===== src/hdl/acte_pkg.sv =====
package acte_pkg;

	localparam int unsigned HourW  = 5;
	localparam int unsigned MinW   = 6;
	localparam int unsigned SecW   = 6;
	localparam int unsigned PulseW = 12;
	localparam int unsigned WordW  = 16;
	localparam int unsigned ByteW  = 8;
	localparam int unsigned CfgIdxW  = 2;
	localparam int unsigned CfgDataW = 6;

	localparam logic [ByteW-1:0] ClearByte = 8'h72;

	localparam logic [HourW-1:0] LastHour   = 5'd23;
	localparam logic [MinW-1:0]  LastMinute = 6'd59;
	localparam logic [SecW-1:0]  LastSecond = 6'd59;

	localparam logic [HourW-1:0] HourReset        = 5'd12;
	localparam logic [MinW-1:0]  MinuteReset      = 6'd39;
	localparam logic [SecW-1:0]  SecondReset      = 6'd18;
	localparam logic [HourW-1:0] AlarmHourReset   = 5'd12;
	localparam logic [MinW-1:0]  AlarmMinuteReset = 6'd39;
	localparam logic [SecW-1:0]  AlarmSecondReset = 6'd35;

	localparam logic [PulseW-1:0] PulseMinUs = 12'd500;
	// Ceiling of 2^17/3 and of 2^18/9; exact over the value ranges used here.
	localparam logic [16:0] RecipThird = 17'd43691;
	localparam logic [14:0] RecipNinth = 15'd29128;

	localparam logic [WordW-1:0] SegAlarmA = 16'h00F7;
	localparam logic [WordW-1:0] SegAlarmL = 16'h0038;
	localparam logic [WordW-1:0] SegAlarmR = 16'h20F3;
	localparam logic [WordW-1:0] SegAlarmM = 16'h0536;

	typedef enum logic [CfgIdxW-1:0] {
		CfgAlarmHour   = 2'd0,
		CfgAlarmMinute = 2'd1,
		CfgAlarmSecond = 2'd2
	} cfg_index_t;

	typedef struct packed {
		logic [HourW-1:0] hours;
		logic [MinW-1:0]  minutes;
		logic [SecW-1:0]  seconds;
	} clock_time_t;

	typedef struct packed {
		logic was_latched;
		logic fast;
		logic normal;
		logic latched_next;
	} alarm_status_t;

	function automatic logic [WordW-1:0] seg_digit(input logic [3:0] d);
		logic [WordW-1:0] w;
		case (d)
			4'd0: w = 16'h0C3F;
			4'd1: w = 16'h0006;
			4'd2: w = 16'h00DB;
			4'd3: w = 16'h008F;
			4'd4: w = 16'h00E6;
			4'd5: w = 16'h2069;
			4'd6: w = 16'h00FD;
			4'd7: w = 16'h0007;
			4'd8: w = 16'h00FF;
			4'd9: w = 16'h00EF;
			default: w = '0;
		endcase
		return w;
	endfunction

	function automatic logic [3:0] tens_of(input logic [MinW-1:0] v);
		logic [3:0] t;
		if (v >= 6'd50) t = 4'd5;
		else if (v >= 6'd40) t = 4'd4;
		else if (v >= 6'd30) t = 4'd3;
		else if (v >= 6'd20) t = 4'd2;
		else if (v >= 6'd10) t = 4'd1;
		else t = 4'd0;
		return t;
	endfunction

	function automatic logic [3:0] units_of(input logic [MinW-1:0] v);
		logic [MinW-1:0] r;
		r = v - MinW'(tens_of(v)) * 6'd10;
		return r[3:0];
	endfunction

endpackage


===== src/hdl/acte_pulse.sv =====
module acte_pulse
	import acte_pkg::*;
(
	input  clock_time_t       now,
	output logic [PulseW-1:0] second_pulse,
	output logic [PulseW-1:0] minute_pulse
);

	logic [12:0] sec_scaled;
	logic [29:0] sec_prod;
	logic [11:0] sec_in_hour;
	logic [14:0] hour_scaled;
	logic [29:0] min_prod;

	// 2000*s/60 is 100*s/3; 2000*x/3600 is 5*x/9.
	assign sec_scaled   = 13'(now.seconds) * 13'd100;
	assign sec_prod     = 30'(sec_scaled) * 30'(RecipThird);
	assign second_pulse = PulseMinUs + PulseW'(sec_prod[29:17]);

	assign sec_in_hour  = 12'(now.minutes) * 12'd60 + 12'(now.seconds);
	assign hour_scaled  = 15'(sec_in_hour) * 15'd5;
	assign min_prod     = 30'(hour_scaled) * 30'(RecipNinth);
	assign minute_pulse = PulseMinUs + PulseW'(min_prod[29:18]);

endmodule


===== config.mk =====
export PLATFORM = sky130hd
export DESIGN_NAME = acte_pulse
export DESIGN_NICKNAME = d
export VERILOG_FILES = /design/src/hdl/acte_pkg.sv /design/src/hdl/acte_pulse.sv
export SDC_FILE = /design/constraint.sdc
export NUM_CORES = 1
export LEC_CHECK = 0
export BUFFER_PORTS_ARGS = -buffer_cell sky130_fd_sc_hd__clkbuf_2
export CAP_MARGIN = 15
export CORE_ASPECT_RATIO = 1.5
export CORE_UTILIZATION = 60
export DETAILED_ROUTE_END_ITERATION = 8
export GPL_ROUTABILITY_DRIVEN = 0
export PLACE_DENSITY_LB_ADDON = 0.3
export SLEW_MARGIN = 40
export SYNTH_ARGS = -nofsm -noshare
export SYNTH_HDL_FRONTEND = slang
export SYNTH_SLANG_ARGS = --single-unit

===== constraint.sdc =====
create_clock -name vclk -period 10.5
set_input_delay 1.05 -clock vclk [all_inputs]
set_output_delay 1.05 -clock vclk [all_outputs]
set_load 0.01 [all_outputs]

# Word level (Yosys, flattened, before mapping)
# Cells that the tools add are included.
# W data, S select, Z words.
op_classes:
  n_mul: 5
  n_addsub: 3
ops:
  columns: ["operator", "n"]
  rows:
  - ["$mul A11 B16 Y27 const B", 1]
  - ["$mul A15 B12 Y27 const B", 1]
  - ["$add A9 B12 Y12 const A", 2]
  - ["$mul A12 B3 Y15 const B", 1]
  - ["$add A12 B6 Y12", 1]
  - ["$mul A6 B5 Y11 const B", 1]
  - ["$mul A6 B4 Y10 const B", 1]
totals:
  ff_bits: 0
  word_cells: 8

# Depth between registers and ports, before layout
depth:
  ltp_word: 5
  mapped_depth: 41

# Worst setup path after synthesis
# Ideal clock, no wire load.
synth_path:
  kind: "input -> output"
  startpoint: "in now[6] (netlist bit)"
  endpoint: "out minute_pulse[11]"
  t_arrival_ns: 9.795
  cell_stages: 41
  setup_slack_ns: -0.345
  cell_sequence: "fa_1 -> fa_1 -> inv_1 -> fa_1 -> inv_1 -> ha_1 -> o21ai_0 -> a21oi_1 -> nor2_1 -> ha_1 -> ha_1 -> o21ai_0 -> a21boi_1 -> o21ai_0 -> a21boi_1 -> o21ai_0 -> nand2b_1 -> a21o_1 -> [... 5 more ...] -> fa_1 -> inv_1 -> fa_1 -> inv_1 -> ha_1 -> ha_1 -> clkbuf_1 -> a21oi_1 -> nand2_1 -> o2111ai_1 -> a221oi_1 -> o21ai_1 -> nand2_1 -> o21a_1 -> nand4bb_4 -> and2_1 -> o211ai_2 -> xnor2_1"
synth_between:
  elab_chain_cells: 5
synth_lines:
  columns: ["element", "line", "text"]
  rows:
  - ["start: declaration", "acte_pulse.sv:4", "input clock_time_t now,"]
  - ["$mul A6 B4 Y10", "acte_pulse.sv:20", "assign sec_in_hour = 12'(now.minutes) * 12'd60 + 12'(now.seconds);"]
  - ["$add A12 B6 Y12", "acte_pulse.sv:20", null]
  - ["$mul A12 B3 Y15", "acte_pulse.sv:21", "assign hour_scaled = 15'(sec_in_hour) * 15'd5;"]
  - ["$mul A15 B12 Y27", "acte_pulse.sv:22", "assign min_prod = 30'(hour_scaled) * 30'(RecipNinth);"]
  - ["$add A9 B12 Y12", "acte_pulse.sv:23", "assign minute_pulse = PulseMinUs + PulseW'(min_prod[29:18]);"]
  - ["end: declaration", "acte_pulse.sv:6", "output logic [PulseW-1:0] minute_pulse"]
# No other way between the ends.

# Final worst setup path
layout_path:
  startpoint: "in now[8] (netlist bit)"
  endpoint: "out minute_pulse[11]"
# Same word-level chain as after synthesis.

==> results.cfg <==
[worst_setup_path]
worstPathMaxFanout = 3
critical_path.startpoint_type = input pin
max_stage_delay_ns = 0.58
end_kind = output pin
cp_data_required_time_ns = 9.45
worst_path_most_repeated_cell = fa_1
arrival_ns = 9.93
cpMaxStageDelayCell = fa_1
path_class = in2out

[logic_synthesis]
synth_top_cells_by_area = ha_1 35%, fa_1 24%, inv_1 9.6%
synth_top_area_share_pct = 35.33
synth_compound_area_share_pct = 12.74
yosysWarnings = 0
netlist_area_um2 = 7472
postSynthCellCount = 826
muxShareOfSynthArea_pct = 0.7033
synth_commonest_cells = 211 x ha_1, 192 x inv_1, 89 x fa_1
yosys.area.top_type = ha_1
synthXorXnorAreaFrac_pct = 8.875
synth_top_family_by_area = adder cells
yosys.area_share.simple_pct = 8.657
synth_area_per_cell_um2 = 9.046
synth_fa_ha_area_share_pct = 59.18
syn-num-nets = 1143
ys_types = 66
yosysSeqAreaShare_pct = 0
yosysMostFrequentCell = ha_1

[floorplanning]
start_util_pct = 61.87
pin_count = 41
fp.dieW_um = 93.12
coreArea_um2 = 12080
die_area_um2 = 12910
rows = 49
die_height_um = 138.7

[sta]
finalSetupViolations = 8
post-route-period-util_pct = 104.6
fin_ws_ns = -0.4811
tightest_slew_ns = 0.7571
drv_slew = 0
fmax_mhz = 91.07
rsz0062_at_grt = true
final.min_clock_period_ns = 10.98
hold_viol_final = 0
slew_headroom_pct = 49.17

[finish]
regArea_um2 = 0
fin_cells = 1120
final_cell_area_um2 = 9487
nClkBuffers = 0
seq_cell_count = 0
syn_to_final_growth_pct = 26.96
multi_input_area_um2 = 7547
drive_above_1_share_pct = 27.51
fillers = 744
antenna_cells = 0
fin_nets = 1286

[detailed_routing]
route.met2.wl_um = 10450
via_per_inst = 5.618
drcViolationCount = 0
postRouteAntennaNets = 0
top_layer = met4
routed_wl_um = 18320
wl_per_cell_um = 16.36
vias = 6292
drtIter0Drc = 170
drt-met1-wl_um = 6737
dr.pass1.iters = 5
dr_wl_met3_um = 318

[place]
dp_cells = 1103
dpl-instance-area_um2 = 8662
io_buffers = 36
dp_hpwl_um = 14130

[global_routing]
first_global_vias = 6582
grt_remaining_overflow = 0
grt_first_pass_wirelength_um = 27390
grt_max_degree = 11
antenna_found_initial = 0
track_usage_pct = 25.71

[run_status]
violations = negative setup slack
outcome = finished, violations left

[flow_run]
max-cap-violations = 0

[min_path]
hold_path.class = in2out
## per-layer routing
layer  up-vias  global-route usage [%]
met1      3060                   26.21
met5         -                       0
li1       3024                       -
met3        59                  0.5482
met4         0                   8.016
met2       149                   53.87
## area by class of cell
cell class | count | area share [%]
multi-input combinational | 630 | 79.56
tap | 153 | 2.018
timing repair buffer | 145 | 10.83
inverter | 192 | 7.597
## stage by stage
step                      setup TNS [ns]  utilization (%)  worst slack (ns)  hold WS (ns)
after global placement            -2.055            71.72           -0.4493         3.305
final                             -2.402            78.55           -0.4811         3.337
after global routing              -5.426            78.55           -0.7975         3.401
after detailed placement          -3.021            71.72           -0.5701         3.316
after floorplan                        0                -           0.01116         2.778
after CTS                        -0.8160            74.52           -0.2055         3.348
## placed cells by master, fill, tap and decap left out, types with 14 or more instances in the layout
master,instances
nor2_1,23
inv_1,187
a21o_1,17
buf_4,103
nand3_1,14
fa_1,88
clkbuf_2,28
ha_4,24
xnor2_1,31
ha_1,187
nand2_1,28
a21oi_1,24
xor2_1,15
xnor2_2,14
## worst paths after layout
check	startpoint	end	slack [ns]	cells after the start
setup / recovery	now[8]	minute_pulse[11]	-0.48	38
hold / removal	now[0]	minute_pulse[0]	3.34	9
## critical path, delay by kind of cell
family / cells / cell delay [ns]
AO/OA/AOI/OAI: 10 / 1.72
XOR/XNOR: 4 / 0.82
adder cells (fa/ha/maj): 11 / 4.53
buffers and inverters: 7 / 0.58
AND/OR/NAND/NOR: 6 / 1.24
## timing repair
action	in CTS	in global routing
endpoints found under the setup margin	9	10
buffers inserted	10	7
pin swaps	48	67
hold buffers	0	0
resized for setup	48	70
## cells by family after synthesis
logic type / after synthesis
compound gates: 134
xor+xnor: 71
fa+ha+maj: 300
buf+inv: 196
mux: 5
simple gates: 120
Power is left out: the tool's default activity adds up to more than one toggle a clock period on the data nets, which glitch-free logic cannot reach.
