`src/hdl/acte_pkg.sv`:
```
package acte_pkg;

	localparam int unsigned HourW  = 5;
	localparam int unsigned MinW   = 6;
	localparam int unsigned SecW   = 6;
	localparam int unsigned PulseW = 12;
	localparam int unsigned WordW  = 16;
	localparam int unsigned ByteW  = 8;
	localparam int unsigned CfgIdxW  = 2;
	localparam int unsigned CfgDataW = 6;

	localparam logic [ByteW-1:0] ClearByte = 8'h72;

	localparam logic [HourW-1:0] LastHour   = 5'd23;
	localparam logic [MinW-1:0]  LastMinute = 6'd59;
	localparam logic [SecW-1:0]  LastSecond = 6'd59;

	localparam logic [HourW-1:0] HourReset        = 5'd12;
	localparam logic [MinW-1:0]  MinuteReset      = 6'd39;
	localparam logic [SecW-1:0]  SecondReset      = 6'd18;
	localparam logic [HourW-1:0] AlarmHourReset   = 5'd12;
	localparam logic [MinW-1:0]  AlarmMinuteReset = 6'd39;
	localparam logic [SecW-1:0]  AlarmSecondReset = 6'd35;

	localparam logic [PulseW-1:0] PulseMinUs = 12'd500;
	// Ceiling of 2^17/3 and of 2^18/9; exact over the value ranges used here.
	localparam logic [16:0] RecipThird = 17'd43691;
	localparam logic [14:0] RecipNinth = 15'd29128;

	localparam logic [WordW-1:0] SegAlarmA = 16'h00F7;
	localparam logic [WordW-1:0] SegAlarmL = 16'h0038;
	localparam logic [WordW-1:0] SegAlarmR = 16'h20F3;
	localparam logic [WordW-1:0] SegAlarmM = 16'h0536;

	typedef enum logic [CfgIdxW-1:0] {
		CfgAlarmHour   = 2'd0,
		CfgAlarmMinute = 2'd1,
		CfgAlarmSecond = 2'd2
	} cfg_index_t;

	typedef struct packed {
		logic [HourW-1:0] hours;
		logic [MinW-1:0]  minutes;
		logic [SecW-1:0]  seconds;
	} clock_time_t;

	typedef struct packed {
		logic was_latched;
		logic fast;
		logic normal;
		logic latched_next;
	} alarm_status_t;

	function automatic logic [WordW-1:0] seg_digit(input logic [3:0] d);
		logic [WordW-1:0] w;
		case (d)
			4'd0: w = 16'h0C3F;
			4'd1: w = 16'h0006;
			4'd2: w = 16'h00DB;
			4'd3: w = 16'h008F;
			4'd4: w = 16'h00E6;
			4'd5: w = 16'h2069;
			4'd6: w = 16'h00FD;
			4'd7: w = 16'h0007;
			4'd8: w = 16'h00FF;
			4'd9: w = 16'h00EF;
			default: w = '0;
		endcase
		return w;
	endfunction

	function automatic logic [3:0] tens_of(input logic [MinW-1:0] v);
		logic [3:0] t;
		if (v >= 6'd50) t = 4'd5;
		else if (v >= 6'd40) t = 4'd4;
		else if (v >= 6'd30) t = 4'd3;
		else if (v >= 6'd20) t = 4'd2;
		else if (v >= 6'd10) t = 4'd1;
		else t = 4'd0;
		return t;
	endfunction

	function automatic logic [3:0] units_of(input logic [MinW-1:0] v);
		logic [MinW-1:0] r;
		r = v - MinW'(tens_of(v)) * 6'd10;
		return r[3:0];
	endfunction

endpackage

```
`src/hdl/acte_display.sv`:
```
module acte_display
	import acte_pkg::*;
(
	input  clock_time_t      now,
	input  logic             alarm,
	output logic [WordW-1:0] word0,
	output logic [WordW-1:0] word1,
	output logic [WordW-1:0] word2,
	output logic [WordW-1:0] word3
);

	logic [MinW-1:0] hours_wide;

	assign hours_wide = MinW'(now.hours);

	always_comb begin
		if (alarm) begin
			word0 = SegAlarmA;
			word1 = SegAlarmL;
			word2 = SegAlarmR;
			word3 = SegAlarmM;
		end else begin
			word0 = seg_digit(tens_of(hours_wide));
			word1 = seg_digit(units_of(hours_wide));
			word2 = seg_digit(tens_of(now.minutes));
			word3 = seg_digit(units_of(now.minutes));
		end
	end

endmodule

```
`config.mk`:
```
export PLATFORM = sky130hd
export DESIGN_NAME = acte_display
export DESIGN_NICKNAME = d
export VERILOG_FILES = /design/src/hdl/acte_pkg.sv /design/src/hdl/acte_display.sv
export SDC_FILE = /design/constraint.sdc
export NUM_CORES = 1
export LEC_CHECK = 0
export BUFFER_PORTS_ARGS = -buffer_cell sky130_fd_sc_hd__buf_2
export CAP_MARGIN = 20
export CORE_MARGIN = 10
export CORE_UTILIZATION = 45
export DETAILED_ROUTE_END_ITERATION = 16
export PLACE_DENSITY_LB_ADDON = 0.2
export SYNTH_ARGS = -nofsm -noshare
export SYNTH_HDL_FRONTEND = slang
export SYNTH_SLANG_ARGS = --single-unit
```
`constraint.sdc`:
```
create_clock -name vclk -period 8.4
set_input_delay 0.84 -clock vclk [all_inputs]
set_output_delay 0.84 -clock vclk [all_outputs]
set_load 0.02 [all_outputs]
```
### Word-level counts from Yosys, hierarchy flattened

Memories as Yosys holds them, arrays and structs flattened.
Cells that the tools add are included.

* bits in registers: 0
* bits in read-only memories: 704
* bits of input ports: 18
* output and inout port bits: 64
* logic and storage cells: 34
* memories: 4

Memories
* (name not given): words 16, width 11, rd ports 1, clocked after Yosys merged registers in 0, write ports 0, RTL line acte_pkg.sv:56 `case (d)`
* (name not given): words 16, width 11, rd ports 1, clocked after Yosys merged registers in 0, write ports 0, RTL line acte_pkg.sv:56
* (name not given): words 16, width 11, rd ports 1, clocked after Yosys merged registers in 0, write ports 0, RTL line acte_pkg.sv:56
* (name not given): words 16, width 11, rd ports 1, clocked after Yosys merged registers in 0, write ports 0, RTL line acte_pkg.sv:56

* add/sub/neg operators: 2
* $mul: 2
* magnitude comparators: 10
* multiplexer cells: 16

Operators by type and width (count)
* two-way mux 16 bit: 4
* two-way mux 4 bit: 8
* >= comparator 5 x 6 -> 1 bit (second input constant): 2
* >= comparator 6 x 5 -> 1 bit (second input constant): 2
* >= comparator 6 bit (second input constant): 2
* >= comparator 5 bit (second input constant): 2
* multiplier 4 x 3 -> 3 bit (second input constant): 2
* subtractor 4 bit: 2
* >= comparator 6 x 4 -> 1 bit (second input constant): 1
* >= comparator 5 x 4 -> 1 bit (second input constant): 1
* two-way mux 2 bit: 2
* two-way mux 1 bit: 2

### Logic depth before layout (Yosys ltp)

An unclocked memory read counts as a cell.

* word-level depth: 11
* mapped depth: 14

### Worst setup path before layout

Ideal clock, no wire load.

* kind: input to output
* start: input now[9] (netlist name)
* end: output word3[3]
* arrival time: 3.582 ns
* data required time: 7.560 ns
* slack: 3.978 ns
* stages on the path: 14
* cells stage by stage: buf_6 -> nor2_1 -> a21boi_0 -> o21ai_0 -> o21ai_0 -> ha_1 -> inv_1 -> fa_1 -> and2_1 -> a32o_1 -> a211oi_4 -> buf_6 -> nand2_2 -> a31oi_1

* longest elaborated chain between the ends: 11

RTL lines
* from (decl): RTL line acte_display.sv:4 `input clock_time_t now,`
* >= comparator 6 x 4 -> 1 bit: RTL line acte_pkg.sv:78 `else if (v >= 6'd10) t = 4'd1;`
* two-way mux 1 bit: RTL line acte_pkg.sv:78
* two-way mux 2 bit: RTL line acte_pkg.sv:77 `else if (v >= 6'd20) t = 4'd2;`
* two-way mux 4 bit: RTL line acte_pkg.sv:76 `else if (v >= 6'd30) t = 4'd3;`
* two-way mux 4 bit: RTL line acte_pkg.sv:75 `else if (v >= 6'd40) t = 4'd4;`
* two-way mux 4 bit: RTL line acte_pkg.sv:74 `if (v >= 6'd50) t = 4'd5;`
* two-way mux 4 bit: RTL line acte_display.sv:17 `if (alarm) begin`
* multiplier 4 x 3 -> 3 bit: RTL line acte_pkg.sv:85 `r = v - MinW'(tens_of(v)) * 6'd10;`
* subtractor 4 bit (*): RTL line acte_pkg.sv:85
* memory (16 x 11 bit) (*)
* two-way mux 16 bit (*): RTL line acte_display.sv:17
* to (decl): RTL line acte_display.sv:9 `output logic [WordW-1:0] word3`

Every way passes the cells marked *; elsewhere a longest branch is shown, timed or not. The select of a mux whose other input is x is not followed.

### Final worst setup path

* start: input now[9] (netlist name)
* end: output word3[0]

The elaborated chain is that of the path after synthesis.

==> impl_metrics.tcl <==
set metrics [dict create \
    drive_gt1_frac 0.264 \
    maxCapViolations 0 \
    drc 0 \
    grtUsageMet1 0.151 \
    finalMaxSlewViolations 0 \
    viasPerCell 5.13 \
    critical_path_class "input port to output port" \
    busiest_layer "met2" \
    dieArea_um2 5560 \
    sequential_cell_total 0 \
    whs_path_depth 4 \
    syn-cell-area_um2 1340 \
    synth.distinct_cells 50 \
    yosys_warnings 0 \
    fp.coreArea_um2 2810 \
    nFillCells 302 \
    ys_seq_area_frac 0 \
    place_ws_ps 3450 \
    max_freq_ghz 0.201 \
    globalRouteOverflowTotal 0 \
    die_h_um 74.6 \
    diodes 0 \
    ys_top_cells_by_area "ha_1, buf_4, nand2_1" \
    seq_area_um2 0 \
    drtIter0Drc 50 \
    rows 19 \
    slew_headroom 0.578 \
    antenna_left 0 \
    final.period_utilization 0.591 \
    initial_core_util 0.478 \
    syn_inst 200 \
    crit_required_ps 7560 \
    hpwlAfterDp_um 2890 \
    hold-path-endpoint "word0[2]" \
    leakagePower_uw 0.000830 \
    cts_resized 0 \
    fp.dieW_um 74.6 \
    cts_setup_buffers 0 \
    wirelength_um 3580 \
    globalRouteMet3Util 0.0173 \
    fin_crit_ps 4960 \
    nClkBuffers 0 \
    startpoint "now[9]" \
    hp-class "input port to output port" \
    crit_path_start_kind "input port" \
    nets 278 \
    grt_pass1_vias 1298 \
    status "finished clean" \
    finalSetupViolCount 0 \
    grt_max_degree 24 \
    antenna_found_initial 0 \
    dr.pass1.iters 4 \
    hold_buffers 0 \
    synth_top_area_frac 0.159 \
    endpoint_kind "output port" \
    place_congestion 0.876 \
    grt_pass1_wl_um 5920 \
    yosys.area.top_type "ha_1" \
    fin_ws_ps 3440 \
    io_buffer_count 55 \
    worstPathMaxFanout 16 \
    ios 82 \
    grt_util_all_layers 0.121 \
    vdd_drop_max_mv 0.0399 \
    hold_violations 0 \
    power_density_nw_per_um2 101 \
    num_vias 1386 \
    fin_setup_tns_ps 0 \
    routedWlPerCell_um 13.2 \
    rsz0062_at_grt "false" \
    min_from "now[14]" \
    final_core_util 0.529 \
    grt_util_met2 0.226 \
    critPathArrivalTime_ps 4120 \
    avgSynthCellArea_um2 6.71 \
    hold_ws_ps 2110 \
    worst_pin_slew_ps 633 \
    areaGrowthSynthToFinish_pct 10.5 \
]
per-layer routing:
layer | share of wire | wire, um
met3 | 0.071 | 255
met4 | 0 | 0
met5 | 0 | 0
met2 | 0.49 | 1740
met1 | 0.44 | 1580
layout by cell type, fill, tap and decap left out, types with 2 or more instances in the layout:
cell type	n
buf_2	55
nand2_1	27
conb_1	21
ha_1	17
inv_1	16
o21ai_0	14
nor2_1	12
a21oi_1	7
nor3_1	6
and3_1	6
nand3_1	6
nand3b_1	4
a31oi_1	4
or3_1	3
o211ai_1	3
and2_1	2
nor2b_1	2
a211o_1	2
mux2i_1	2
fa_1	2
cells by family after synthesis:
family          Yosys count  synth area share
compound gates           46             0.243
xor+xnor                  3            0.0308
fa+ha+maj                20             0.196
buf+inv                  51             0.227
mux                       2            0.0149
other cells               2           0.00560
simple gates             76             0.284
cell usage after synthesis, types with 3 or more instances:
cell,n
nand3b_1,4
nor2_1,12
and3_1,6
clkbuf_1,7
o21ai_0,14
nand3_1,6
a31oi_1,4
buf_4,26
nor3_1,6
nand2_1,27
o211ai_1,3
ha_1,17
inv_1,16
or3_1,3
a21oi_1,7
area by class of cell:
type               instances  area (um2)  share of cell area
inverters                 16        60.1              0.0405
multi-input cells        168        1110               0.748
well taps                 31        38.8              0.0262
repair buffers            55         275               0.186
metrics by stage:
step	area, um2	std cells	power [uW]
2_1_floorplan	1410	219	121
3_3_place_gp	1480	270	149
3_5_place_dp	1480	270	150
4_1_cts	1480	270	150
5_1_grt	1480	270	167
6_report	1480	270	149
worst max-delay path by stage:
stage | to | slack, ps | depth (start not counted)
floorplan | word3[3] | 3980 | 14
global placement | word3[0] | 3500 | 14
detailed placement | word3[0] | 3450 | 14
CTS | word3[0] | 3440 | 14
global route | word3[0] | 3080 | 14
finish | word3[0] | 3440 | 14
where the power goes:
part / internal, uW / total [uW] / switching, uW
combinational: 49.2 / 149 / 100
sequential: 0 / 0 / 0
clock: 0 / 0 / 0
total: 49.2 / 149 / 100
worst max-delay path, stage by stage:
cell,delay (ps)
buf_2,190
nor2_1,100
a21boi_0,390
o21ai_0,160
o21ai_0,230
ha_1,240
inv_1,50
fa_1,430
and2_1,170
a32o_1,240
a211oi_4,560
nand3b_1,140
a31oi_1,210
buf_2,190
Note: power is estimated with default switching activity, not from simulation.
