**src/hdl/acte_pkg.sv**
```systemverilog
package acte_pkg;

	localparam int unsigned HourW  = 5;
	localparam int unsigned MinW   = 6;
	localparam int unsigned SecW   = 6;
	localparam int unsigned PulseW = 12;
	localparam int unsigned WordW  = 16;
	localparam int unsigned ByteW  = 8;
	localparam int unsigned CfgIdxW  = 2;
	localparam int unsigned CfgDataW = 6;

	localparam logic [ByteW-1:0] ClearByte = 8'h72;

	localparam logic [HourW-1:0] LastHour   = 5'd23;
	localparam logic [MinW-1:0]  LastMinute = 6'd59;
	localparam logic [SecW-1:0]  LastSecond = 6'd59;

	localparam logic [HourW-1:0] HourReset        = 5'd12;
	localparam logic [MinW-1:0]  MinuteReset      = 6'd39;
	localparam logic [SecW-1:0]  SecondReset      = 6'd18;
	localparam logic [HourW-1:0] AlarmHourReset   = 5'd12;
	localparam logic [MinW-1:0]  AlarmMinuteReset = 6'd39;
	localparam logic [SecW-1:0]  AlarmSecondReset = 6'd35;

	localparam logic [PulseW-1:0] PulseMinUs = 12'd500;
	// Ceiling of 2^17/3 and of 2^18/9; exact over the value ranges used here.
	localparam logic [16:0] RecipThird = 17'd43691;
	localparam logic [14:0] RecipNinth = 15'd29128;

	localparam logic [WordW-1:0] SegAlarmA = 16'h00F7;
	localparam logic [WordW-1:0] SegAlarmL = 16'h0038;
	localparam logic [WordW-1:0] SegAlarmR = 16'h20F3;
	localparam logic [WordW-1:0] SegAlarmM = 16'h0536;

	typedef enum logic [CfgIdxW-1:0] {
		CfgAlarmHour   = 2'd0,
		CfgAlarmMinute = 2'd1,
		CfgAlarmSecond = 2'd2
	} cfg_index_t;

	typedef struct packed {
		logic [HourW-1:0] hours;
		logic [MinW-1:0]  minutes;
		logic [SecW-1:0]  seconds;
	} clock_time_t;

	typedef struct packed {
		logic was_latched;
		logic fast;
		logic normal;
		logic latched_next;
	} alarm_status_t;

	function automatic logic [WordW-1:0] seg_digit(input logic [3:0] d);
		logic [WordW-1:0] w;
		case (d)
			4'd0: w = 16'h0C3F;
			4'd1: w = 16'h0006;
			4'd2: w = 16'h00DB;
			4'd3: w = 16'h008F;
			4'd4: w = 16'h00E6;
			4'd5: w = 16'h2069;
			4'd6: w = 16'h00FD;
			4'd7: w = 16'h0007;
			4'd8: w = 16'h00FF;
			4'd9: w = 16'h00EF;
			default: w = '0;
		endcase
		return w;
	endfunction

	function automatic logic [3:0] tens_of(input logic [MinW-1:0] v);
		logic [3:0] t;
		if (v >= 6'd50) t = 4'd5;
		else if (v >= 6'd40) t = 4'd4;
		else if (v >= 6'd30) t = 4'd3;
		else if (v >= 6'd20) t = 4'd2;
		else if (v >= 6'd10) t = 4'd1;
		else t = 4'd0;
		return t;
	endfunction

	function automatic logic [3:0] units_of(input logic [MinW-1:0] v);
		logic [MinW-1:0] r;
		r = v - MinW'(tens_of(v)) * 6'd10;
		return r[3:0];
	endfunction

endpackage

```
**src/hdl/acte_timekeep.sv**
```systemverilog
module acte_timekeep
	import acte_pkg::*;
(
	input  logic          clk,
	input  logic          arst_n,
	input  logic          advance,
	input  logic          clear,
	input  clock_time_t   alarm_time,
	output clock_time_t   now,
	output alarm_status_t status
);

	clock_time_t time_q;
	clock_time_t time_next;
	logic        latched_q;
	logic        match;

	assign now   = time_q;
	assign match = (time_q == alarm_time);

	assign status.was_latched  = latched_q;
	assign status.fast         = match | latched_q;
	assign status.normal       = clear;
	assign status.latched_next = (match | latched_q) & ~clear;

	always_comb begin
		time_next = time_q;
		if (time_q.seconds == LastSecond) begin
			time_next.seconds = '0;
			if (time_q.minutes == LastMinute) begin
				time_next.minutes = '0;
				if (time_q.hours == LastHour) begin
					time_next.hours = '0;
				end else begin
					time_next.hours = time_q.hours + 1'b1;
				end
			end else begin
				time_next.minutes = time_q.minutes + 1'b1;
			end
		end else begin
			time_next.seconds = time_q.seconds + 1'b1;
		end
	end

	always_ff @(posedge clk or negedge arst_n) begin
		if (!arst_n) begin
			time_q.hours   <= HourReset;
			time_q.minutes <= MinuteReset;
			time_q.seconds <= SecondReset;
			latched_q      <= 1'b0;
		end else if (advance) begin
			time_q    <= time_next;
			latched_q <= status.latched_next;
		end
	end

endmodule

```
**config.mk**
```make
export PLATFORM = sky130hd
export DESIGN_NAME = acte_timekeep
export DESIGN_NICKNAME = d
export VERILOG_FILES = /design/src/hdl/acte_pkg.sv /design/src/hdl/acte_timekeep.sv
export SDC_FILE = /design/constraint.sdc
export NUM_CORES = 1
export LEC_CHECK = 0
export CORE_UTILIZATION = 44
export DETAILED_ROUTE_END_ITERATION = 8
export DONT_BUFFER_PORTS = 1
export GPL_ROUTABILITY_DRIVEN = 0
export GPL_TIMING_DRIVEN = 0
export PLACE_DENSITY = 0.56
export SLEW_MARGIN = 10
export SYNTH_ARGS = -nofsm -noshare
export SYNTH_HDL_FRONTEND = slang
export SYNTH_SLANG_ARGS = --single-unit
```
**constraint.sdc**
```tcl
create_clock -name clk -period 5.35 [get_ports clk]
set_input_delay 0.2675 -clock clk [delete_from_list [all_inputs] [get_ports clk]]
set_output_delay 0.2675 -clock clk [all_outputs]
set_load 0.005 [all_outputs]
```
### Word level (Yosys, flattened, before mapping)

Index checks and enable logic that the tools add are counted.

* flip-flop bits (word level): 18
* input port bits: 21
* output and inout port bits: 21
* word-level logic and storage cells: 19

* add/sub/neg operators: 3
* equality and inequality tests: 4
* mux-type cells: 3
* bitwise gates (word level): 3
* reductions and logical operators: 2

Operators by type and width (number)
* == test 17 bit: 1
* adder 6 x 1 -> 6 bit, second input constant: 2
* == test 6 bit, second input constant: 2
* 2-to-1 mux 6 bit: 2
* adder 5 x 1 -> 5 bit, second input constant: 1
* == test 5 bit, second input constant: 1
* 2-to-1 mux 5 bit: 1
* AND reduction 3 bit: 1
* AND reduction 2 bit: 1
* bitwise AND 1 bit: 1
* inverter 1 bit: 1
* bitwise OR 1 bit: 1

### Logic depth before layout (Yosys ltp)

* depth after elaboration: 3
* gate-level depth with buffers: 5
* mapped depth without buffers: 5

### Least setup slack after synthesis

Ideal clock, no wire load.

* path kind: register to register
* from: register time_q (netlist bit now[1])
* to: register time_q (netlist bit now[16])
* setup time: 0.128 ns
* arrival time: 1.879 ns
* path slack: 3.344 ns
* cell stages (with the launch flop): 6
* clock period less this slack: 2.006 ns
* cells stage by stage: dfstp_2 -> ha_1 -> nand2_4 -> or4_4 -> nor3_1 -> mux2_1

* cells in the longest elaborated chain, start to end: 2

Ends and longest elaborated chain
* start, declared: line acte_timekeep.sv:13 `clock_time_t time_q;`
* start signal, assigned: line acte_timekeep.sv:52 `time_q <= time_next;`
* == test 6 bit: line acte_timekeep.sv:28 `if (time_q.seconds == LastSecond) begin`
* AND reduction 3 bit (no source line)

Every way passes these cells.
A chain may end at the register's enable or synchronous reset.

### Worst setup path after layout

Same ends and word-level chain as after synthesis.

==> results by group <==
Drt
  • Post-route DRC violation count: 0
  • Drt wl/cell: 15.2 um
  • Drt first pass iters: 2
  • Via/cell ratio: 5.47
  • Routed vias: 810
  • Detail Route Antenna Nets: 0
  • Final WL: 2.25 mm
  • 1st-iter DRT viols: 8

Placement
  • Post-DP HPWL: 1.76 mm
  • DP Area: 0.00117 mm2
  • Placed cells: around 140
  • Pre-CTS WS: 3.24 ns
  • PortBufs: 0

Finish
  • Non-Filler Instances: 148
  • Ant diodes: 0
  • Multi-input gate area: 629 um2
  • Fraction of final layout cells sized beyond drive strength 1: 0.195
  • Post-layout nets: 143
  • Layout filler cell count: 241
  • Synthesis-to-finish area growth: 6.50%
  • Register area: ~460 um2
  • Final instance area: 0.00121 mm2

STA
  • Setup TNS Final: 0 ns
  • Clk_skew: roughly 0.014 ns
  • Setup ws final: 3.21 ns
  • Fmax: 0.466 GHz
  • Slew headroom: 0.455
  • Post-route minimum period: between 2 and 2.5 ns
  • Period utilization: 0.401
  • Worst-margin pin slew: 0.815 ns
  • Final hold vios: 0
  • Fin. max-slew vios: 0
  • RSZ-0062 raised after global routing: false
  • Final setup violation count: 0

CTS
  • H-tree depth: 1
  • Max clock buf depth: 2
  • Skew-Pair Late Insertion Delay: 0.30 ns
  • CTS tree: done
  • Clk sinks: 18
  • Clk pin slew, worst setup/hold paths: 0.11 ns
  • TritonCTS Buffers: 3
  • Post-CTS Setup Bufs: 0
  • CTS Root Cell: clkbuf_4

Min path
  • Min-delay src: clear
  • Worst hold-check path type: input port to register

GRT
  • Global-route wire length before repair: around 3.7 mm
  • Total grt overflow: 0
  • Initial antenna violation count: 0
  • Vias in the first global route: 814
  • Largest net degree at the start of global routing: 19
  • Overall routing resource usage: 0.190

Yosys
  • Flops & latches, synth: 18
  • Post-Syn Area: 0.00114 mm2
  • Most used standard cell by instance count after synthesis: xor2_1
  • Syn Inst Count: 113
  • Top FF cell, synth: dfrtp_1
  • Number of flops mapped to enable cells by yosys: 0
  • Area leader, netlist: dfrtp_1
  • Yosys warns: 0
  • Post-Syn Nets: 137
  • Number of distinct library cells after synthesis: 31
  • Share of the synthesized area in the top cell type: 0.220
  • Leading post-synthesis cells by cell area: dfrtp_1, dfstp_2, xor2_1
  • Sequential area share after synthesis: 0.405
  • Synth async-reset ratio: 1.00
  • Synth Area per Inst: 10.1 um2
  • Top cells by count, synth: xor2_1, dfrtp_1, nor2_1

Floorplan
  • Die height: between 50 and 60 um
  • Core area: approximately 0.0025 mm2
  • Initial Util: 0.463
  • Die ar.: 0.00279 mm2
  • IO Count: 42
  • Die Width: 52.8 um
  • # rows: 18

Worst setup path
  • Data required time at the worst endpoint: 5.53 ns
  • Worst R2R End: now[16]
  • Critical Path Sink: now[16]
  • Startpoint type of the worst setup path: register
  • Reg2reg path depth: 5
  • Critical Path AT: ~2.3 ns
  • Worst setup EP type: register
  • Crit Path Class: register to register
  • Crit path from: now[1]
  • Critical Path Fanout Max: 5
  • Reg2reg setup slack: 3.21 ns
  • FF-to-FF Start: now[1]

Run status
  • Run status: complete, no violations

Pwr
  • Leak: 0.000523 uW
  • Maximum VDD drop: 0.249 mV
  • Power Density: 317 mW/mm2
  • Total power: approximately 380 uW

Job
  • Max_cap viols: 0
==> routing by layer <==
layer,GRT usage,up-vias,wire (um)
met3,0.0522,4,165
met2,0.289,29,1000
met4,0.0921,0,38
met1,0.244,376,1040
met5,0,-,0
li1,-,401,-
==> flip-flops by register name, indices dropped and copies added (netlist names) <==
name       cells
latched_q      1
now           17
==> cells by family (layout without fill, tap and decap cells) <==
logic type                 count (synthesis)  count (layout)  share of synthesized area
and+or+nand+nor                           41              41                      0.207
xor gates and xnor gates                  25              25                      0.193
DFF                                       18              18                      0.405
AOI/OAI and AO/OA                         11              11                     0.0617
buffers and inverters                      9              14                     0.0407
muxes                                      6               6                     0.0595
adders and majority gates                  3               3                     0.0330
==> placed cells by master (no fill, tap or decap), types with 2 or more instances in the layout <==
cell type | netlist | layout
xor2_1 | 17 | 17
nor2_1 | 10 | 10
dfrtp_1 | 10 | 10
xnor2_1 | 8 | 8
dfstp_2 | 8 | 8
nand2_1 | 7 | 7
nor3_1 | 6 | 6
inv_1 | 5 | 5
nor4_1 | 4 | 4
nand3_1 | 4 | 4
mux2_2 | 4 | 4
o21ai_0 | 4 | 4
buf_4 | 3 | 3
ha_1 | 3 | 3
clkbuf_4 | 0 | 3
nand4_1 | 2 | 2
mux2_1 | 2 | 2
a21oi_1 | 2 | 2
==> stage by stage <==
step	hold slack, ns	util
3_3_place_gp	-0.0276	0.478
5_1_grt	0.0464	0.493
2_1_floorplan	-0.0281	-
6_report	0.0476	0.493
3_5_place_dp	-0.0277	0.478
4_1_cts	0.0459	0.493
==> timing repair <==
item | 4_1_cts | 5_1_grt
endpoints found under the hold margin | 18 | 0
resized for setup | 0 | 0
hold buffers | 1 | 0
endpoints found under the setup margin | 0 | 0
==> worst min-delay path by stage <==
| stage | cells past startpoint | endpoint | slack, ns |
|---|---|---|---|
| after detailed placement | 0 | now[16] | -0.03 |
| after floorplan | 0 | latched_q | -0.03 |
| after global placement | 0 | now[13] | -0.03 |
| after CTS | 1 | latched_q | 0.05 |
| final | 1 | latched_q | 0.05 |
| after global routing | 1 | latched_q | 0.05 |
==> power breakdown <==
| part | internal [uW] | switching [uW] |
|---|---|---|
| clock network | 29.0 | 43.2 |
| logic | 52.0 | 50.7 |
| registers | 166 | 42.3 |
==> area by class of cell <==
cell class              instances  share of cell area
multi-input cells              86               0.520
flip-flops and latches         18               0.381
well taps                      30              0.0310
plain buffers                   4              0.0228
clock buffers                   4              0.0217
inverters                       5              0.0155
repair buffers                  1             0.00827
==> critical path: stages (launching register included) <==
cell	delay, ns
dfstp_2	0.60
ha_1	0.22
nand2_4	0.08
or4_4	0.53
nor3_1	0.23
mux2_1	0.35
No activity file was read; power rests on OpenSTA's default activity.
